===== src/rtl/core/ps2h_pkg.sv =====
// Package with phase codes, request codes and register constants for the PS/2 host engine.
`timescale 1ns / 1ps

package ps2h_pkg;

  // Width of the timing registers and of the transferred byte
  localparam int unsigned CFG_W     = 12;
  localparam int unsigned BYTE_BITS = 8;

  // Request codes on func
  localparam logic [1:0] FUNC_TICK = 2'd0;
  localparam logic [1:0] FUNC_SEND = 2'd1;
  localparam logic [1:0] FUNC_RECV = 2'd2;

  // Register indexes on the configuration port
  localparam logic [1:0] CFG_INHIBIT      = 2'd0;
  localparam logic [1:0] CFG_START_GAP    = 2'd1;
  localparam logic [1:0] CFG_RELEASE_WAIT = 2'd2;
  localparam logic [1:0] CFG_READ_SETTLE  = 2'd3;

  // Register values after reset
  localparam logic [CFG_W-1:0] INHIBIT_RST      = 12'd300;
  localparam logic [CFG_W-1:0] START_GAP_RST    = 12'd10;
  localparam logic [CFG_W-1:0] RELEASE_WAIT_RST = 12'd50;
  localparam logic [CFG_W-1:0] READ_SETTLE_RST  = 12'd5;

  // Transfer phases
  typedef enum logic [4:0] {
    PH_IDLE          = 5'd0,
    PH_TX_REL        = 5'd1,
    PH_TX_INH        = 5'd2,
    PH_TX_GAP        = 5'd3,
    PH_TX_START      = 5'd4,
    PH_TX_BIT_LOW    = 5'd5,
    PH_TX_BIT_HIGH   = 5'd6,
    PH_TX_PAR_LOW    = 5'd7,
    PH_TX_PAR_HIGH   = 5'd8,
    PH_TX_STOP_WAIT  = 5'd9,
    PH_TX_ACK_LOW    = 5'd10,
    PH_TX_ACK_END    = 5'd11,
    PH_RX_REL        = 5'd12,
    PH_RX_START_LOW  = 5'd13,
    PH_RX_SETTLE     = 5'd14,
    PH_RX_START_HIGH = 5'd15,
    PH_RX_BIT_LOW    = 5'd16,
    PH_RX_BIT_HIGH   = 5'd17,
    PH_RX_PAR_LOW    = 5'd18,
    PH_RX_PAR_HIGH   = 5'd19,
    PH_RX_STOP_LOW   = 5'd20,
    PH_RX_STOP_HIGH  = 5'd21
  } phase_t;

endpackage


===== src/rtl/core/ps2_host_byte_transfer.sv =====
// PS/2 host byte transfer engine, advanced by one sampling tick per input transfer.
//
//  channel | direction | handshake            | payload
//  --------+-----------+----------------------+------------------------------------------
//  in      | to block  | in_valid / in_stall  | func, tx_byte, clk_level, data_level
//  out     | from block| out_valid / out_stall| clk_pull_low, data_pull_low, busy_res,
//          |           |                      | rx_byte, rx_done, tx_done
//  cfg     | to block  | cfg_valid / cfg_ready| cfg_index, cfg_data
//
// One tick is taken every cycle while in_stall is low; its result appears in the output register on the next cycle.
// The phase machine and counters update in one pass between the tick input and that register.
// Reset (rst, synchronous) returns the phase to idle, clears both line holds and loads the
// timing registers with their defaults. in_stall rises only while a held result is stalled.
`timescale 1ns / 1ps

module ps2_host_byte_transfer
  import ps2h_pkg::*;
#(
  parameter int unsigned COUNT_BITS = 12
) (
  input  logic                 clk,
  input  logic                 rst,
  // tick input
  input  logic                 in_valid,
  output logic                 in_stall,
  input  logic [1:0]           func,
  input  logic [BYTE_BITS-1:0] tx_byte,
  input  logic                 clk_level,
  input  logic                 data_level,
  // result output
  output logic                 out_valid,
  input  logic                 out_stall,
  output logic                 clk_pull_low,
  output logic                 data_pull_low,
  output logic                 busy_res,
  output logic [BYTE_BITS-1:0] rx_byte,
  output logic                 rx_done,
  output logic                 tx_done,
  // configuration writes
  input  logic                 cfg_valid,
  output logic                 cfg_ready,
  input  logic [1:0]           cfg_index,
  input  logic [CFG_W-1:0]     cfg_data
);

  localparam int unsigned WIDE_W = (COUNT_BITS > CFG_W) ? COUNT_BITS : CFG_W;
  localparam logic [COUNT_BITS-1:0] CNT_MAX = {COUNT_BITS{1'b1}};

  // Timing registers
  logic [CFG_W-1:0] inhibit_ticks;
  logic [CFG_W-1:0] start_gap_ticks;
  logic [CFG_W-1:0] release_wait_ticks;
  logic [CFG_W-1:0] read_settle_ticks;

  // Engine state
  phase_t                 phase, phase_next;
  logic [COUNT_BITS-1:0]  wait_count, wait_count_next;
  logic [3:0]             bit_count, bit_count_next;
  logic [BYTE_BITS-1:0]   shift_reg, shift_reg_next;
  logic                   parity_acc, parity_acc_next;
  logic                   clk_hold, clk_hold_next;
  logic                   data_hold, data_hold_next;
  logic [BYTE_BITS-1:0]   last_rx, last_rx_next;
  logic                   rx_done_next, tx_done_next;

  logic                   in_accept;
  logic                   wait_zero;
  logic [3:0]             bit_inc;
  logic                   more_bits;
  logic [BYTE_BITS-1:0]   tx_shifted;
  logic                   tx_parity;
  logic                   load_en;
  logic [CFG_W-1:0]       load_val;
  logic [WIDE_W-1:0]      load_wide;
  logic [COUNT_BITS-1:0]  load_sat;

  assign cfg_ready = 1'b1;
  assign in_stall  = out_valid & out_stall;
  assign in_accept = in_valid & ~in_stall;

  assign wait_zero  = (wait_count == '0);
  assign bit_inc    = bit_count + 4'd1;
  assign more_bits  = (bit_inc < 4'(BYTE_BITS));
  assign tx_shifted = shift_reg >> 1;
  assign tx_parity  = parity_acc ^ shift_reg[0];

  // Saturate a loaded wait to the counter range
  assign load_wide = WIDE_W'(load_val);
  assign load_sat  = (load_wide > WIDE_W'(CNT_MAX)) ? CNT_MAX : load_wide[COUNT_BITS-1:0];

  // Write timing registers
  always_ff @(posedge clk) begin
    if (rst) begin
      inhibit_ticks      <= INHIBIT_RST;
      start_gap_ticks    <= START_GAP_RST;
      release_wait_ticks <= RELEASE_WAIT_RST;
      read_settle_ticks  <= READ_SETTLE_RST;
    end else if (cfg_valid && cfg_ready) begin
      unique case (cfg_index)
        CFG_INHIBIT:      inhibit_ticks      <= cfg_data;
        CFG_START_GAP:    start_gap_ticks    <= cfg_data;
        CFG_RELEASE_WAIT: release_wait_ticks <= cfg_data;
        CFG_READ_SETTLE:  read_settle_ticks  <= cfg_data;
        default:          inhibit_ticks      <= inhibit_ticks;
      endcase
    end
  end

  // Next phase
  always_comb begin
    phase_next = phase;
    unique case (phase)
      PH_IDLE: begin
        if (func == FUNC_SEND) begin
          phase_next = PH_TX_REL;
        end else if (func == FUNC_RECV) begin
          phase_next = PH_RX_REL;
        end
      end
      PH_TX_REL:        if (wait_zero) phase_next = PH_TX_INH;
      PH_TX_INH:        if (wait_zero) phase_next = PH_TX_GAP;
      PH_TX_GAP:        if (wait_zero) phase_next = PH_TX_START;
      PH_TX_START:      if (!clk_level) phase_next = PH_TX_BIT_LOW;
      PH_TX_BIT_LOW:    if (clk_level) phase_next = PH_TX_BIT_HIGH;
      PH_TX_BIT_HIGH: begin
        if (!clk_level) begin
          phase_next = more_bits ? PH_TX_BIT_LOW : PH_TX_PAR_LOW;
        end
      end
      PH_TX_PAR_LOW:    if (clk_level) phase_next = PH_TX_PAR_HIGH;
      PH_TX_PAR_HIGH:   if (!clk_level) phase_next = PH_TX_STOP_WAIT;
      PH_TX_STOP_WAIT:  if (wait_zero) phase_next = PH_TX_ACK_LOW;
      PH_TX_ACK_LOW:    if (!clk_level) phase_next = PH_TX_ACK_END;
      PH_TX_ACK_END:    if (clk_level && data_level) phase_next = PH_IDLE;
      PH_RX_REL:        if (wait_zero) phase_next = PH_RX_START_LOW;
      PH_RX_START_LOW:  if (!clk_level) phase_next = PH_RX_SETTLE;
      PH_RX_SETTLE:     if (wait_zero) phase_next = PH_RX_START_HIGH;
      PH_RX_START_HIGH: if (clk_level) phase_next = PH_RX_BIT_LOW;
      PH_RX_BIT_LOW:    if (!clk_level) phase_next = PH_RX_BIT_HIGH;
      PH_RX_BIT_HIGH: begin
        if (clk_level) begin
          phase_next = more_bits ? PH_RX_BIT_LOW : PH_RX_PAR_LOW;
        end
      end
      PH_RX_PAR_LOW:    if (!clk_level) phase_next = PH_RX_PAR_HIGH;
      PH_RX_PAR_HIGH:   if (clk_level) phase_next = PH_RX_STOP_LOW;
      PH_RX_STOP_LOW:   if (!clk_level) phase_next = PH_RX_STOP_HIGH;
      PH_RX_STOP_HIGH:  if (clk_level) phase_next = PH_IDLE;
      default:          phase_next = PH_IDLE;
    endcase
  end

  // Line drives, counters and shift data
  always_comb begin
    wait_count_next = wait_count;
    bit_count_next  = bit_count;
    shift_reg_next  = shift_reg;
    parity_acc_next = parity_acc;
    clk_hold_next   = clk_hold;
    data_hold_next  = data_hold;
    last_rx_next    = last_rx;
    rx_done_next    = 1'b0;
    tx_done_next    = 1'b0;
    load_en         = 1'b0;
    load_val        = release_wait_ticks;

    // count down any timed wait that is still running
    if (!wait_zero) begin
      wait_count_next = wait_count - COUNT_BITS'(1);
    end

    unique case (phase)
      PH_IDLE: begin
        if (func == FUNC_SEND) begin
          clk_hold_next   = 1'b0;
          data_hold_next  = 1'b0;
          shift_reg_next  = tx_byte;
          parity_acc_next = 1'b1;
          bit_count_next  = '0;
          load_en         = 1'b1;
          load_val        = inhibit_ticks;
        end else if (func == FUNC_RECV) begin
          clk_hold_next   = 1'b0;
          data_hold_next  = 1'b0;
          shift_reg_next  = '0;
          bit_count_next  = '0;
          load_en         = 1'b1;
          load_val        = release_wait_ticks;
        end
      end
      PH_TX_REL: begin
        if (wait_zero) begin
          clk_hold_next = 1'b1;
          load_en       = 1'b1;
          load_val      = inhibit_ticks;
        end
      end
      PH_TX_INH: begin
        if (wait_zero) begin
          data_hold_next = 1'b1;
          load_en        = 1'b1;
          load_val       = start_gap_ticks;
        end
      end
      PH_TX_GAP: begin
        if (wait_zero) clk_hold_next = 1'b0;
      end
      PH_TX_START: begin
        if (!clk_level) data_hold_next = ~shift_reg[0];
      end
      PH_TX_BIT_HIGH: begin
        // advance to the next data bit, or present parity after the last one
        if (!clk_level) begin
          parity_acc_next = tx_parity;
          shift_reg_next  = tx_shifted;
          bit_count_next  = bit_inc;
          data_hold_next  = more_bits ? ~tx_shifted[0] : ~tx_parity;
        end
      end
      PH_TX_PAR_HIGH: begin
        if (!clk_level) begin
          data_hold_next = 1'b0;
          load_en        = 1'b1;
          load_val       = release_wait_ticks;
        end
      end
      PH_TX_ACK_END: begin
        if (clk_level && data_level) begin
          clk_hold_next = 1'b1;
          tx_done_next  = 1'b1;
        end
      end
      PH_RX_START_LOW: begin
        if (!clk_level) begin
          load_en  = 1'b1;
          load_val = read_settle_ticks;
        end
      end
      PH_RX_BIT_LOW: begin
        // sample data on the clock low
        if (!clk_level && data_level) begin
          shift_reg_next[bit_count[2:0]] = 1'b1;
        end
      end
      PH_RX_BIT_HIGH: begin
        if (clk_level) bit_count_next = bit_inc;
      end
      PH_RX_STOP_HIGH: begin
        if (clk_level) begin
          clk_hold_next = 1'b1;
          last_rx_next  = shift_reg;
          rx_done_next  = 1'b1;
        end
      end
      default: begin
        clk_hold_next = clk_hold;
      end
    endcase

    if (load_en) begin
      wait_count_next = load_sat;
    end
  end

  // Advance engine state on each accepted tick
  always_ff @(posedge clk) begin
    if (rst) begin
      phase      <= PH_IDLE;
      wait_count <= '0;
      bit_count  <= '0;
      shift_reg  <= '0;
      parity_acc <= 1'b1;
      clk_hold   <= 1'b0;
      data_hold  <= 1'b0;
      last_rx    <= '0;
    end else if (in_accept) begin
      phase      <= phase_next;
      wait_count <= wait_count_next;
      bit_count  <= bit_count_next;
      shift_reg  <= shift_reg_next;
      parity_acc <= parity_acc_next;
      clk_hold   <= clk_hold_next;
      data_hold  <= data_hold_next;
      last_rx    <= last_rx_next;
    end
  end

  // Hold the result until the output transfer completes
  always_ff @(posedge clk) begin
    if (rst) begin
      out_valid <= 1'b0;
    end else if (in_accept) begin
      out_valid <= 1'b1;
    end else if (!out_stall) begin
      out_valid <= 1'b0;
    end
  end

  always_ff @(posedge clk) begin
    if (in_accept) begin
      clk_pull_low  <= clk_hold_next;
      data_pull_low <= data_hold_next;
      busy_res      <= (phase_next != PH_IDLE);
      rx_byte       <= last_rx_next;
      rx_done       <= rx_done_next;
      tx_done       <= tx_done_next;
    end
  end

endmodule

===== config.mk =====
export PLATFORM = sky130hd
export DESIGN_NAME = ps2_host_byte_transfer
export DESIGN_NICKNAME = d
export VERILOG_FILES = /design/src/rtl/core/ps2h_pkg.sv /design/src/rtl/core/ps2_host_byte_transfer.sv
export SDC_FILE = /design/constraint.sdc
export NUM_CORES = 1
export LEC_CHECK = 0
export BUFFER_PORTS_ARGS = -buffer_cell sky130_fd_sc_hd__buf_2
export CELL_PAD_IN_SITES_DETAIL_PLACEMENT = 0
export CELL_PAD_IN_SITES_GLOBAL_PLACEMENT = 1
export CORE_MARGIN = 4
export CORE_UTILIZATION = 40
export DETAILED_ROUTE_END_ITERATION = 10
export GPL_ROUTABILITY_DRIVEN = 1
export HOLD_SLACK_MARGIN = 0.06
export PLACE_DENSITY = 0.7
export SLEW_MARGIN = 25
export SYNTH_ARGS = -nofsm -noshare
export SYNTH_HDL_FRONTEND = slang
export SYNTH_SLANG_ARGS = --single-unit

===== constraint.sdc =====
create_clock -name clk -period 2.9 [get_ports clk]
set_input_delay 0.58 -clock clk [delete_from_list [all_inputs] [get_ports clk]]
set_output_delay 0.58 -clock clk [all_outputs]
set_load 0.02 [all_outputs]

After elaboration in Yosys (flattened, before gate mapping) --
Index checks and enable logic that the tools add are counted.
Storage, ports and cells: memory bits (writable) 0, memories kept 0, word-level logic and storage cells 162, bits of input ports 31, ROM bits 0, flip-flop bits (word level) 102, output and inout bits 16, latch bits 0
Cells by class: bitwise logic cells 8, $mul 0, $lt $le $gt $ge 4, add/sub/neg operators 2, equal/unequal tests 33, shift operators 0, muxes and demuxes 75, reductions and logical operators 21, div/mod/pow operators 0
Operators with widths (number):
- $mux 5 | 23
- $pmux 5 s22 | 1
- $mux 12 | 7
- $mux 8 | 6
- $pmux 12 s4 | 1
- $eq 5x4->1 const B | 8
- $eq 5x5->1 const B | 6
- $mux 1 | 24
- $pmux 8 s3 | 1
- $eq 5x3->1 const B | 4
- $mux 4 | 4
- $gt 12x12->1 const B | 1
- $logic_not 12->1 | 1
- $pmux 4 s3 | 1
- $sub 12x1->12 const B | 1
- $eq 5x2->1 const B | 2
- $pmux 1 s5 | 2
- $reduce_and 2->1 | 5
- $reduce_and 5->1 | 2
- $ne 2x2->1 const B | 4
- $or 8x8->8 | 1
- $eq 2x2->1 const B | 3
- $reduce_bool 3->1 | 2
- $eq 5x1->1 const B | 1
- 22 further kinds | 32

Depth between registers and ports, before layout --
Gate-level depths: netlist (run 1).
word-level depth 7, depth in mapped cells 11, gate-level depth less buffers 9

Worst setup path before layout (run 1) --
Ideal clock, no wire load.
path kind input-to-reg, from input port clk_level, to register wait_count[3], setup time 0.136 ns, buffers on the path 1, required time 2.764 ns, cell stages on the path 7, setup slack 0.448 ns, arrival time 2.316 ns, cells stage by stage or4b_2 -> o32a_1 -> and3_1 -> nand2b_1 -> buf_2 -> a222oi_1 -> a311oi_1
On the way: cells in the longest elaborated chain, start to end 5, elaborated cells on any way between the ends 9, those cells by class order compare (1); eq/ne (1); mux (6); reduce/logical (1)
RTL lines:
- start: declaration | line ps2_host_byte_transfer.sv:28 | input logic clk_level,
- $mux 12 | line ps2_host_byte_transfer.sv:234 | if (!clk_level) begin
- $pmux 12 s4 | line ps2_host_byte_transfer.sv:172 | unique case (phase)
- $gt 12x12->1 | line ps2_host_byte_transfer.sv:89 | assign load_sat = (load_wide > WIDE_W'(CNT_MAX)) ? CNT_MAX : load_wide[COUNT_BITS-1:0];
- $mux 12 | line ps2_host_byte_transfer.sv:89
- $mux 12 | line ps2_host_byte_transfer.sv:260 | if (load_en) begin
- end signal: assignment | line ps2_host_byte_transfer.sv:278 | wait_count <= wait_count_next;
- end: declaration | line ps2_host_byte_transfer.sv:57 | logic [COUNT_BITS-1:0] wait_count, wait_count_next;
Parallel ways exist; a longest one is shown, timed or not. A chain may end at the register's enable or synchronous reset.

Final worst setup path (run 1) --
from register wait_count[0], to register wait_count[1]
On the way: cells in the longest elaborated chain, start to end 6, elaborated cells on any way between the ends 13, those cells by class add/sub (1); order compare (1); eq/ne (1); mux (8); reduce/logical (2)
RTL lines:
- $logic_not 12->1 | line ps2_host_byte_transfer.sv:81 | assign wait_zero = (wait_count == '0);
- $mux 12, on equally long branches | line ps2_host_byte_transfer.sv:199, ps2_host_byte_transfer.sv:192
- $pmux 12 s4 | line ps2_host_byte_transfer.sv:172
- $gt 12x12->1 | line ps2_host_byte_transfer.sv:89
- $mux 12 | line ps2_host_byte_transfer.sv:89
- $mux 12 | line ps2_host_byte_transfer.sv:260
Parallel ways exist; a longest one is shown, timed or not. The select of a mux whose other input is x is not followed.

==> results of run 1 <==
[tightest hold or removal path, stage by stage]
cell and delay (ns):
buf_2 0.09, nor2_1 0.04, nor2_1 0.06
[cell type report]
type,instances,area (um^2)
clock buffers,9,225.2
clock inverters,7,72.57
fillers,1327,6709
inverters,13,48.80
multi-input cells,526,2894
flip-flops and latches,102,2172
well taps,172,215.2
repair buffers,80,488.0
[cells in the final DEF (no fill, tap or decap), types with 9 or more instances in the layout]
| cell type | netlist | routed |
|---|---|---|
| nor2_1 | 80 | 80 |
| nand3b_1 | 11 | 11 |
| dfxtp_1 | 89 | 89 |
| clkbuf_16 | 0 | 9 |
| buf_2 | 10 | 45 |
| nand2b_1 | 9 | 9 |
| o21ai_0 | 23 | 23 |
| nor3_1 | 28 | 27 |
| nand3_1 | 20 | 20 |
| a21oi_1 | 71 | 71 |
| nand2_1 | 134 | 134 |
| edfxtp_1 | 13 | 13 |
| inv_1 | 12 | 12 |
| buf_4 | 1 | 35 |
| a222oi_1 | 10 | 10 |
| nor2b_1 | 9 | 9 |
[metrics by stage]
| step | cells | area, um^2 | hold slack, ns |
|---|---|---|---|
| after floorplan | 688 | 5318 | 0.4357 |
| after global placement | 893 | 5813 | 0.4432 |
| after detailed placement | 893 | 5813 | 0.4477 |
| after CTS | 909 | 6111 | 0.4402 |
| after global routing | 909 | 6116 | 0.4722 |
| final | 909 | 6116 | 0.4478 |
[Yosys cell counts (all sizes together), types with 4 or more instances]
| cell | instances | area, um^2 |
|---|---|---|
| a211oi | 8 | 60.06 |
| a21oi | 71 | 355.3 |
| a221o | 4 | 40.04 |
| a222oi | 10 | 100.1 |
| a22oi | 6 | 45.04 |
| a2bb2oi | 8 | 70.07 |
| a31oi | 4 | 25.02 |
| and3 | 4 | 25.02 |
| buf | 21 | 110.1 |
| clkbuf | 26 | 97.59 |
| dfxtp | 89 | 1782 |
| edfxtp | 13 | 390.4 |
| ha | 4 | 50.05 |
| inv | 12 | 45.04 |
| mux2 | 8 | 90.09 |
| mux2i | 5 | 50.05 |
| nand2 | 134 | 503.0 |
| nand2b | 9 | 56.30 |
| nand3 | 20 | 100.1 |
| nand3b | 11 | 82.58 |
| nand4 | 4 | 25.02 |
| nor2 | 81 | 306.6 |
| nor2b | 9 | 56.30 |
| nor3 | 30 | 160.2 |
| nor4 | 4 | 25.02 |
| o21ai | 26 | 130.1 |
| o22ai | 6 | 37.54 |
| or2 | 4 | 25.03 |
| or3 | 5 | 31.28 |
| xor2 | 4 | 35.03 |
[where the power goes]
group / switching (mW) / internal (mW)
clock network: 0.562 / 0.674
registers: 0.112 / 1.56
logic: 0.814 / 0.513
[cells by family (layout without fill, tap and decap cells)]
group | after synthesis | in the layout | share of synthesized area, %
AND/OR/NAND/NOR | 326 | 326 | 28.05
XOR/XNOR | 7 | 7 | 1.153
flip-flops | 102 | 102 | 40.85
other | 1 | 1 | 0.07052
buffers and inverters | 60 | 109 | 4.823
adder cells (fa/ha/maj) | 4 | 4 | 0.9412
AO/OA/AOI/OAI | 175 | 175 | 21.48
multiplexers | 13 | 13 | 2.635
[repair_timing]
| item | CTS | global route |
|---|---|---|
| setup buffers | 0 | 0 |
| gates resized for setup | 0 | 1 |
| setup endpoints to repair | 0 | 2 |
| hold buffers | 0 | 0 |
[per-layer routing]
| layer | vias to the layer above | global-route usage (%) | routed length, um |
|---|---|---|---|
| li1 | 2537 | - | - |
| met1 | 2434 | 28.89 | 7030 |
| met5 | - | 0 | 0 |
| met3 | 25 | 2.653 | 814 |
| met4 | 0 | 7.543 | 297 |
| met2 | 165 | 35.68 | 7685 |
[worst max path at each step]
stage	from	to	slack, ns	depth (start not counted)
floorplan	clk_level	wait_count[3]	0.45	7
global placement	clk_level	wait_count[3]	0.16	7
detailed placement	clk_level	wait_count[3]	0.15	7
CTS	wait_count[0]	wait_count[1]	0.22	11
global route	wait_count[0]	wait_count[1]	0.04	11
finish	wait_count[0]	wait_count[1]	0.28	11
==> flow_summary.html, run 1 <==
<table>
<tr><th>Metric</th><th>Value</th></tr>
<tr><th colspan="2">Timing</th></tr>
<tr><td>Total negative slack</td><td>0 ns</td></tr>
<tr><td>Number of hold violations in the final report</td><td>0</td></tr>
<tr><td>Worst slew margin relative to its limit</td><td>51.52%</td></tr>
<tr><td>Post-route fraction of the period consumed by the critical path</td><td>90.42%</td></tr>
<tr><td>Setup-violating endpoint count in the final report</td><td>0</td></tr>
<tr><td>Slew at the pin with the worst max-slew slack</td><td>0.7206 ns</td></tr>
<tr><td>Post-layout minimum cycle time</td><td>2.622 ns</td></tr>
<tr><td>Number of pins with negative max-slew slack in the final report</td><td>0</td></tr>
<tr><td>Maximum clock frequency</td><td>381.4 MHz</td></tr>
<tr><td>Crit path setup slack, layout</td><td>0.2778 ns</td></tr>
<tr><td>RSZ-0062 raised after global routing</td><td>no</td></tr>
<tr><td>Post-route clock skew</td><td>0.007161 ns</td></tr>
<tr><th colspan="2">Floorplanning</th></tr>
<tr><td>Number of ports placed on the die boundary</td><td>47</td></tr>
<tr><td>Die boundary height</td><td>123.3 um</td></tr>
<tr><td>Die Outline Area</td><td>15200 um^2</td></tr>
<tr><td>Placement row count</td><td>41</td></tr>
<tr><td>Core region area</td><td>12820 um^2</td></tr>
<tr><td>Initial Utilization</td><td>41.46%</td></tr>
<tr><td>Horiz. Die Dim</td><td>123.3 um</td></tr>
<tr><th colspan="2">Detailed routing</th></tr>
<tr><td>Drt wl/cell</td><td>17.41 um</td></tr>
<tr><td>Remaining antenna violation count after routing</td><td>0</td></tr>
<tr><td>Via count of the routed design</td><td>5161</td></tr>
<tr><td>Number of design rule violations left after detail routing</td><td>0</td></tr>
<tr><td>Post-detailed-route via-to-cell ratio</td><td>5.678</td></tr>
<tr><td>DRC violation total after the first TritonRoute iteration</td><td>586</td></tr>
<tr><td>First-pass iteration count of the detailed router</td><td>5</td></tr>
<tr><td>Total length of routed wires</td><td>15830 um</td></tr>
<tr><th colspan="2">Placed design</th></tr>
<tr><td>I/O Buffers</td><td>45</td></tr>
<tr><td>Placed wire-length estimate after detailed placement</td><td>11080 um</td></tr>
<tr><td>Post-place setup slack</td><td>0.1486 ns</td></tr>
<tr><td>Weighted congestion reported at the end of routability-driven placement</td><td>0.9232</td></tr>
<tr><th colspan="2">Setup path</th></tr>
<tr><td>Max Fanout on Critical Path</td><td>12</td></tr>
<tr><td>Critical path arrival</td><td>2.85 ns</td></tr>
<tr><td>Endpoint class of the critical path</td><td>flip-flop</td></tr>
<tr><td>Type of element launching the critical path</td><td>flip-flop</td></tr>
<tr><td>Start of the worst register-to-register path</td><td>wait_count[0]</td></tr>
<tr><td>Data required time of the worst path</td><td>3.13 ns</td></tr>
<tr><td>CP bufs+invs</td><td>3</td></tr>
<tr><td>Worst reg2reg setup slack</td><td>0.28 ns</td></tr>
<tr><td>Cells along the critical path</td><td>inv_1 &gt; ha_1 &gt; nor4b_2 &gt; buf_4 &gt; nand4_1 &gt; nor3_2 &gt; buf_4 &gt; a221o_1 &gt; a221o_1 &gt; a22oi_1 &gt; nor2_1</td></tr>
<tr><td>Setup Crit Path Kind</td><td>flip-flop to flip-flop</td></tr>
<tr><td>Critical R2R Capture</td><td>wait_count[1]</td></tr>
<tr><td>Largest delay share family, worst path</td><td>compound AO/OA/AOI/OAI gates</td></tr>
<tr><td>Worst-path cell with the longest stage delay</td><td>dfxtp_1</td></tr>
<tr><td>Worst stage delay on the critical path</td><td>0.38 ns</td></tr>
<tr><td>Register-to-Register Path Depth</td><td>11</td></tr>
<tr><th colspan="2">Min path</th></tr>
<tr><td>Number of cells on the worst hold path</td><td>3</td></tr>
<tr><td>End of the worst hold path</td><td>out_valid</td></tr>
<tr><td>Hold Startpoint</td><td>in_valid</td></tr>
<tr><td>Worst Hold Class</td><td>input port to flip-flop</td></tr>
<tr><th colspan="2">Global routing</th></tr>
<tr><td>Via count of the first global-routing pass</td><td>4951</td></tr>
<tr><td>Global route total overflow</td><td>0</td></tr>
<tr><td>Global routing usage summed across all routing layers</td><td>21.51%</td></tr>
<tr><td>Largest net degree at the start of global routing</td><td>47</td></tr>
<tr><td>Wire length of the first global-routing pass</td><td>25920 um</td></tr>
<tr><td>Number of antenna violations at the first check in global routing</td><td>0</td></tr>
<tr><th colspan="2">Synthesis</th></tr>
<tr><td>Sequential cell area fraction in the yosys report</td><td>40.85%</td></tr>
<tr><td>EDFF count, synth</td><td>13</td></tr>
<tr><td>Number of register bits inferred by synthesis</td><td>102</td></tr>
<tr><td>Distinct cells, synth</td><td>67</td></tr>
<tr><td>Dominant register cell in the synthesized netlist</td><td>dfxtp_1</td></tr>
<tr><td>Proportion of synthesized flip-flops having asynchronous set or reset</td><td>0%</td></tr>
<tr><td>Synthesized instance count</td><td>688</td></tr>
<tr><td>Net Count, Synth</td><td>723</td></tr>
<tr><td>Post-synth design cell area</td><td>5318 um^2</td></tr>
<tr><td>Yosys synthesis warning count</td><td>0</td></tr>
<tr><td>Avg Cell Area, Syn</td><td>7.729 um^2</td></tr>
<tr><th colspan="2">Power</th></tr>
<tr><td>Total Power Consumption</td><td>4.233 mW</td></tr>
<tr><td>Total leakage power</td><td>2.354 nW</td></tr>
<tr><td>Worst-case vdd ir drop</td><td>350.3 uV</td></tr>
<tr><td>Total power divided by cell area</td><td>692.1 nW/um^2</td></tr>
<tr><th colspan="2">Clock network</th></tr>
<tr><td>Number of buffers created by CTS</td><td>9</td></tr>
<tr><td>CTS tree</td><td>built</td></tr>
<tr><td>Clock-pin transition on the worst setup and hold timing paths</td><td>0.07 ns</td></tr>
<tr><td>Clock latency at the later pin of the worst-skew pair</td><td>0.35 ns</td></tr>
<tr><td>Clock Sink Count</td><td>102</td></tr>
<tr><td>Deepest clock path buffer count</td><td>2</td></tr>
<tr><td>Buffer type at the clock tree root</td><td>clkbuf_16</td></tr>
<tr><td>H-Tree Level Count</td><td>3</td></tr>
<tr><th colspan="2">Final layout</th></tr>
<tr><td>Fraction of layout cells with a size suffix above 1</td><td>15.60%</td></tr>
<tr><td>Total Nets Final</td><td>767</td></tr>
<tr><td>Number of inserted diodes</td><td>0</td></tr>
<tr><td>Layout overhead on the synthesized area</td><td>15.01%</td></tr>
<tr><td>Post-Route Utilization</td><td>47.69%</td></tr>
<tr><th colspan="2">Flow run</th></tr>
<tr><td>Max-capacitance violation count</td><td>0</td></tr>
<tr><th colspan="2">Run status</th></tr>
<tr><td>Status</td><td>finished clean</td></tr>
</table>
Power figures use the tool's default switching activity.
==> run 2, diff against run 1 <==
CELL_PAD_IN_SITES_DETAIL_PLACEMENT = unset   (was 0)
CELL_PAD_IN_SITES_GLOBAL_PLACEMENT = unset   (was 1)
PLACE_DENSITY = 0.54   (was 0.7)
==> run 2 against run 1 <==
Cell area is 0.41% lower. Count of clock-buffer cells in the layout is 3 higher. Power is 1.1% lower. Non-clock buffer count is 3 lower. Maximum frequency is 3.5% lower. Via count is 0.48% lower. Flip-flop and latch count stayed put. Combinational power is 4% lower. Core utilization is 0.20 points lower. Largest cell class unchanged. Highest routed layer unchanged.
==> flow_summary.html, run 2 (same netlist as run 1, synthesis figures left out) <==
<table>
<tr><th>Metric</th><th>Value</th></tr>
<tr><th colspan="2">Power</th></tr>
<tr><td>Total Power Consumption</td><td>4.186 mW</td></tr>
<tr><td>Total power divided by cell area</td><td>687.3 nW/um^2</td></tr>
<tr><td>Worst-case vdd ir drop</td><td>462.0 uV</td></tr>
<tr><td>Total leakage power</td><td>2.340 nW</td></tr>
<tr><th colspan="2">Timing</th></tr>
<tr><td>Post-route fraction of the period consumed by the critical path</td><td>93.66%</td></tr>
<tr><td>Number of pins with negative max-slew slack in the final report</td><td>0</td></tr>
<tr><td>Post-layout minimum cycle time</td><td>2.716 ns</td></tr>
<tr><td>Worst slew margin relative to its limit</td><td>57.28%</td></tr>
<tr><td>Maximum clock frequency</td><td>368.2 MHz</td></tr>
<tr><td>Slew at the pin with the worst max-slew slack</td><td>0.6390 ns</td></tr>
<tr><td>Post-route clock skew</td><td>0.01017 ns</td></tr>
<tr><td>RSZ-0062 raised after global routing</td><td>no</td></tr>
<tr><td>Number of hold violations in the final report</td><td>0</td></tr>
<tr><td>Setup-violating endpoint count in the final report</td><td>0</td></tr>
<tr><td>Total negative slack</td><td>0 ns</td></tr>
<tr><th colspan="2">Global routing</th></tr>
<tr><td>Largest net degree at the start of global routing</td><td>48</td></tr>
<tr><td>Global routing usage summed across all routing layers</td><td>20.65%</td></tr>
<tr><td>Global route total overflow</td><td>0</td></tr>
<tr><td>Number of antenna violations at the first check in global routing</td><td>0</td></tr>
<tr><td>Via count of the first global-routing pass</td><td>4905</td></tr>
<tr><td>Wire length of the first global-routing pass</td><td>24640 um</td></tr>
<tr><th colspan="2">Final layout</th></tr>
<tr><td>Layout overhead on the synthesized area</td><td>14.54%</td></tr>
<tr><td>Number of inserted diodes</td><td>0</td></tr>
<tr><td>Most common library cell in the layout ignoring fill and taps</td><td>nand2_1</td></tr>
<tr><td>Multi-input combinational cell area</td><td>2889 um^2</td></tr>
<tr><td>Commonest cells after routing, fill and taps aside</td><td>134 x nand2_1, 89 x dfxtp_1, 80 x nor2_1</td></tr>
<tr><td>Total Nets Final</td><td>764</td></tr>
<tr><td>Flip-flop and latch area</td><td>2172 um^2</td></tr>
<tr><td>Fraction of layout cells with a size suffix above 1</td><td>14.85%</td></tr>
<tr><td>Filler Cell Count</td><td>1296</td></tr>
<tr><th colspan="2">Clock network</th></tr>
<tr><td>Clock-pin transition on the worst setup and hold timing paths</td><td>0.07 ns</td></tr>
<tr><td>Number of hold buffers added after CTS</td><td>0</td></tr>
<tr><td>H-Tree Level Count</td><td>3</td></tr>
<tr><td>CTS tree</td><td>built</td></tr>
<tr><td>Clock latency at the later pin of the worst-skew pair</td><td>0.35 ns</td></tr>
<tr><td>Clock Sink Count</td><td>102</td></tr>
<tr><td>Deepest clock path buffer count</td><td>2</td></tr>
<tr><td>Buffer type at the clock tree root</td><td>clkbuf_16</td></tr>
<tr><td>Post-CTS setup buffer count</td><td>0</td></tr>
<tr><td>Total of cells resized after clock tree synthesis</td><td>0</td></tr>
<tr><td>Number of buffers created by CTS</td><td>9</td></tr>
<tr><th colspan="2">Setup path</th></tr>
<tr><td>Register-to-Register Path Depth</td><td>11</td></tr>
<tr><td>Worst stage delay on the critical path</td><td>0.53 ns</td></tr>
<tr><td>Endpoint class of the critical path</td><td>flip-flop</td></tr>
<tr><td>Cells along the critical path</td><td>inv_1 &gt; ha_1 &gt; nor4b_2 &gt; buf_4 &gt; and4_1 &gt; nor2_1 &gt; nand2_1 &gt; o21ai_0 &gt; a2111oi_0 &gt; buf_4 &gt; nand4_1</td></tr>
<tr><td>Worst reg2reg setup slack</td><td>0.18 ns</td></tr>
<tr><td>Max Fanout on Critical Path</td><td>7</td></tr>
<tr><td>Setup Crit Path Kind</td><td>flip-flop to flip-flop</td></tr>
<tr><td>Critical path arrival</td><td>2.79 ns</td></tr>
<tr><td>Worst-path cell with the longest stage delay</td><td>a2111oi_0</td></tr>
<tr><td>Critical Path Most Common Cell</td><td>buf_4</td></tr>
<tr><td>Data required time of the worst path</td><td>2.98 ns</td></tr>
<tr><td>Type of element launching the critical path</td><td>flip-flop</td></tr>
<tr><th colspan="2">Detailed routing</th></tr>
<tr><td>Remaining antenna violation count after routing</td><td>0</td></tr>
<tr><td>Post-detailed-route via-to-cell ratio</td><td>5.669</td></tr>
<tr><td>DRC violation total after the first TritonRoute iteration</td><td>549</td></tr>
<tr><td>First-pass iteration count of the detailed router</td><td>6</td></tr>
<tr><td>Drt wl/cell</td><td>16.91 um</td></tr>
<tr><td>Total length of routed wires</td><td>15320 um</td></tr>
<tr><td>Number of design rule violations left after detail routing</td><td>0</td></tr>
<tr><td>Via count of the routed design</td><td>5136</td></tr>
<tr><th colspan="2">Min path</th></tr>
<tr><td>Worst Hold Class</td><td>input port to flip-flop</td></tr>
<tr><td>Number of cells on the worst hold path</td><td>3</td></tr>
<tr><th colspan="2">Floorplanning</th></tr>
<tr><td>Horiz. Die Dim</td><td>123.3 um</td></tr>
<tr><td>Initial Utilization</td><td>41.46%</td></tr>
<tr><td>Die boundary height</td><td>123.3 um</td></tr>
<tr><td>Placement row count</td><td>41</td></tr>
<tr><td>Number of ports placed on the die boundary</td><td>47</td></tr>
<tr><td>Core region area</td><td>12820 um^2</td></tr>
<tr><td>Die Outline Area</td><td>15200 um^2</td></tr>
<tr><th colspan="2">Placed design</th></tr>
<tr><td>Weighted congestion reported at the end of routability-driven placement</td><td>0.9500</td></tr>
<tr><td>I/O Buffers</td><td>45</td></tr>
<tr><td>Placed wire-length estimate after detailed placement</td><td>10850 um</td></tr>
<tr><th colspan="2">Run status</th></tr>
<tr><td>Status</td><td>finished clean</td></tr>
<tr><th colspan="2">Flow run</th></tr>
<tr><td>Max-capacitance violation count</td><td>0</td></tr>
</table>
[run 2: cell count changes in the layout (fill, tap and decap cells not counted), sizes merged]
cell      delta
clkbuf       +3
clkinv       -2
clkinvlp     -1
buf          -3
[run 2: stage by stage]
step / hold WS (ns) / cells / utilization, % / area, um^2 / setup WS, ns
4_1_cts: 0.4435 / 906 / 47.49 / 6091 / 0.2122
3_3_place_gp: 0.4430 / 890 / 45.15 / 5791 / 0.1833
5_1_grt: 0.4795 / 906 / 47.49 / 6091 / 0.02904
6_report: 0.4555 / 906 / 47.49 / 6091 / 0.1839
3_5_place_dp: 0.4467 / 890 / 45.15 / 5791 / 0.1409
2_1_floorplan: 0.4357 / 688 / - / 5318 / 0.4476
[run 2: cell type report]
cell class	count	area share, %
clock buffer	12	4.047
clock inverter	4	0.8833
inverter	13	0.8012
multi-input combinational	526	47.43
sequential	102	35.66
tap	172	3.533
timing repair buffer	77	7.642
[run 2: critical path, delay by kind of cell (launching register included)]
kind,cells,cell delay (ns)
flops,1,0.34
compound gates,2,0.62
buf+inv,3,0.47
fa+ha+maj,1,0.22
simple gates,5,0.79
[run 2: report_power, final]
part | switching [mW] | internal [mW] | total [mW]
registers | 0.118 | 1.56 | 1.68
clock network | 0.530 | 0.699 | 1.23
logic | 0.799 | 0.484 | 1.28
[run 2: path summary, 6_finish.rpt]
check,from,end
hold / removal,in_valid,out_valid
setup / recovery,wait_count[0],busy_res
hold reg to reg,start_gap_ticks[6],start_gap_ticks[6]
setup reg to reg,wait_count[0],busy_res
[run 2: routing by layer]
metal  vias up  track usage, %  share of wire, %
met5         -               0                 0
met4         0           9.343               3.0
met3        41           4.941               5.4
met2       173           33.23                47
met1      2390           26.23                45
li1       2532               -                 -
==> run 3, diff against run 2 <==
CELL_PAD_IN_SITES_DETAIL_PLACEMENT = 0   (was unset)
CELL_PAD_IN_SITES_GLOBAL_PLACEMENT = 1   (was unset)
CTS_CLUSTER_DIAMETER = 40   (was unset)
PLACE_DENSITY = 0.7   (was 0.54)
clock period = 3 ns   (was 2.9 ns; I/O delays follow)
==> run 3 against run 2 <==
Die area is the same. Maximum frequency down 0.68%. Wire length is 3.0% higher. Count of clock-buffer cells in the layout rose by 3. Critical path depth decreased by 5. Cell area fell by 0.16%. Highest routed layer unchanged.
==> flow_summary.html, run 3 (same netlist as run 1, synthesis figures left out) <==
<table>
<tr><th>Metric</th><th>Value</th></tr>
<tr><th colspan="2">Placed design</th></tr>
<tr><td>Weighted congestion reported at the end of routability-driven placement</td><td>0.9395</td></tr>
<tr><td>Placed wire-length estimate after detailed placement</td><td>11110 um</td></tr>
<tr><td>Post-placement cell area</td><td>5773 um^2</td></tr>
<tr><td>I/O Buffers</td><td>45</td></tr>
<tr><th colspan="2">Global routing</th></tr>
<tr><td>Largest net degree at the start of global routing</td><td>31</td></tr>
<tr><td>Wire length of the first global-routing pass</td><td>25840 um</td></tr>
<tr><td>Number of antenna violations at the first check in global routing</td><td>0</td></tr>
<tr><td>Global route total overflow</td><td>0</td></tr>
<tr><td>Global routing usage summed across all routing layers</td><td>21.63%</td></tr>
<tr><td>Via count of the first global-routing pass</td><td>5030</td></tr>
<tr><th colspan="2">Clock network</th></tr>
<tr><td>Number of hold buffers added after CTS</td><td>0</td></tr>
<tr><td>Total of cells resized after clock tree synthesis</td><td>0</td></tr>
<tr><td>Clock latency at the later pin of the worst-skew pair</td><td>0.35 ns</td></tr>
<tr><td>Clock-pin transition on the worst setup and hold timing paths</td><td>0.07 ns</td></tr>
<tr><td>Deepest clock path buffer count</td><td>2</td></tr>
<tr><td>Post-CTS setup buffer count</td><td>0</td></tr>
<tr><td>Clock Sink Count</td><td>102</td></tr>
<tr><td>Buffer type at the clock tree root</td><td>clkbuf_16</td></tr>
<tr><td>CTS tree</td><td>built</td></tr>
<tr><td>H-Tree Level Count</td><td>3</td></tr>
<tr><td>Number of buffers created by CTS</td><td>9</td></tr>
<tr><th colspan="2">Detailed routing</th></tr>
<tr><td>Via count of the routed design</td><td>5194</td></tr>
<tr><td>Number of design rule violations left after detail routing</td><td>0</td></tr>
<tr><td>DRC violation total after the first TritonRoute iteration</td><td>477</td></tr>
<tr><td>Total length of routed wires</td><td>15780 um</td></tr>
<tr><td>Post-detailed-route via-to-cell ratio</td><td>5.758</td></tr>
<tr><td>First-pass iteration count of the detailed router</td><td>8</td></tr>
<tr><td>Drt wl/cell</td><td>17.49 um</td></tr>
<tr><td>Remaining antenna violation count after routing</td><td>0</td></tr>
<tr><th colspan="2">Final layout</th></tr>
<tr><td>Number of inserted diodes</td><td>0</td></tr>
<tr><td>Total Nets Final</td><td>760</td></tr>
<tr><td>Most common library cell in the layout ignoring fill and taps</td><td>nand2_1</td></tr>
<tr><td>Layout overhead on the synthesized area</td><td>14.35%</td></tr>
<tr><td>Commonest cells after routing, fill and taps aside</td><td>134 x nand2_1, 89 x dfxtp_1, 80 x nor2_1</td></tr>
<tr><td>Post-route cell area</td><td>6081 um^2</td></tr>
<tr><td>Fraction of layout cells with a size suffix above 1</td><td>14.38%</td></tr>
<tr><th colspan="2">Floorplanning</th></tr>
<tr><td>Core region area</td><td>12820 um^2</td></tr>
<tr><td>Initial Utilization</td><td>41.46%</td></tr>
<tr><td>Horiz. Die Dim</td><td>123.3 um</td></tr>
<tr><td>Placement row count</td><td>41</td></tr>
<tr><td>Die Outline Area</td><td>15200 um^2</td></tr>
<tr><td>Number of ports placed on the die boundary</td><td>47</td></tr>
<tr><td>Die boundary height</td><td>123.3 um</td></tr>
<tr><th colspan="2">Timing</th></tr>
<tr><td>Post-route clock skew</td><td>0.007237 ns</td></tr>
<tr><td>RSZ-0062 raised after global routing</td><td>no</td></tr>
<tr><td>Slew at the pin with the worst max-slew slack</td><td>0.7340 ns</td></tr>
<tr><td>Post-route fraction of the period consumed by the critical path</td><td>91.15%</td></tr>
<tr><td>Worst slew margin relative to its limit</td><td>50.62%</td></tr>
<tr><td>Setup-violating endpoint count in the final report</td><td>0</td></tr>
<tr><td>Number of hold violations in the final report</td><td>0</td></tr>
<tr><td>Maximum clock frequency</td><td>365.7 MHz</td></tr>
<tr><td>Total negative slack</td><td>0 ns</td></tr>
<tr><td>Post-layout minimum cycle time</td><td>2.735 ns</td></tr>
<tr><td>Number of pins with negative max-slew slack in the final report</td><td>0</td></tr>
<tr><th colspan="2">Setup path</th></tr>
<tr><td>Critical path arrival</td><td>2.96 ns</td></tr>
<tr><td>Type of element launching the critical path</td><td>flip-flop</td></tr>
<tr><td>Cells along the critical path</td><td>or4b_2 &gt; o32a_1 &gt; and3_1 &gt; nand2b_1 &gt; a222oi_1 &gt; a311oi_1</td></tr>
<tr><td>Count of cell instances traversed by the critical path</td><td>6</td></tr>
<tr><td>Worst reg2reg setup slack</td><td>0.27 ns</td></tr>
<tr><td>Worst-path cell with the longest stage delay</td><td>or4b_2</td></tr>
<tr><td>Max Fanout on Critical Path</td><td>19</td></tr>
<tr><td>Worst stage delay on the critical path</td><td>0.73 ns</td></tr>
<tr><td>Endpoint class of the critical path</td><td>flip-flop</td></tr>
<tr><td>Largest delay share family, worst path</td><td>simple AND/OR/NAND/NOR gates</td></tr>
<tr><td>Register-to-Register Path Depth</td><td>6</td></tr>
<tr><td>Setup Crit Path Kind</td><td>flip-flop to flip-flop</td></tr>
<tr><td>CP bufs+invs</td><td>0</td></tr>
<tr><td>Data required time of the worst path</td><td>3.23 ns</td></tr>
<tr><th colspan="2">Min path</th></tr>
<tr><td>Worst Hold Class</td><td>flip-flop to flip-flop</td></tr>
<tr><td>Number of cells on the worst hold path</td><td>2</td></tr>
<tr><th colspan="2">Flow run</th></tr>
<tr><td>Max-capacitance violation count</td><td>0</td></tr>
<tr><th colspan="2">Run status</th></tr>
<tr><td>Status</td><td>finished clean</td></tr>
<tr><th colspan="2">Power</th></tr>
<tr><td>Total power divided by cell area</td><td>668.6 nW/um^2</td></tr>
<tr><td>Total leakage power</td><td>2.329 nW</td></tr>
<tr><td>Worst-case vdd ir drop</td><td>395.6 uV</td></tr>
</table>
==> run 3: cell type report <==
cell class                      count  area, um^2
Clock buffer                       15       299.0
Fill cell                        1319        6744
Clock inverter                      1       8.758
Sequential cell                   102        2172
Tap cell                          172       215.2
Timing Repair Buffer               73       447.9
Inverter                           13       48.80
Multi-Input combinational cell    526        2889
==> run 3: final timing paths <==
check | startpoint | to
setup / recovery | phase[1] | wait_count[3]
hold / removal | read_settle_ticks[4] | read_settle_ticks[4]
setup reg to reg | phase[1] | wait_count[3]
hold reg to reg | read_settle_ticks[4] | read_settle_ticks[4]
==> run 3: per-stage QoR <==
| stage | setup slack (ns) | power [mW] | std cells | hold WS [ns] | util [%] |
|---|---|---|---|---|---|
| 5_1_grt | 0.1500 | 4.306 | 902 | 0.4701 | 47.41 |
| 4_1_cts | 0.2931 | 4.081 | 902 | 0.4567 | 47.41 |
| 3_5_place_dp | 0.2273 | 2.871 | 886 | 0.4497 | 45.01 |
| 3_3_place_gp | 0.2866 | 2.863 | 886 | 0.4434 | 45.01 |
| 2_1_floorplan | 0.5276 | 2.483 | 688 | 0.4357 | - |
| 6_report | 0.2654 | 4.065 | 902 | 0.4564 | 47.41 |
==> run 3: layer usage <==
metal	global-route usage, %	routed length, um	vias up	share of wire (%)
met5	0	0	-	0
met4	7.889	297	0	1.9
met3	4.071	726	25	4.6
met2	36.43	7643	152	48
met1	27.60	7111	2490	45
li1	-	-	2527	-
==> run 3: worst min-delay path: stages, from the launching register on <==
cell and delay, ns:
dfxtp_1 0.31, nand2_1 0.05, a21oi_1 0.05
==> run 3: where the power goes <==
part	switching, mW	internal (mW)
Combinational	0.769	0.469
Clock	0.520	0.686
Sequential	0.116	1.51
Total	1.40	2.66
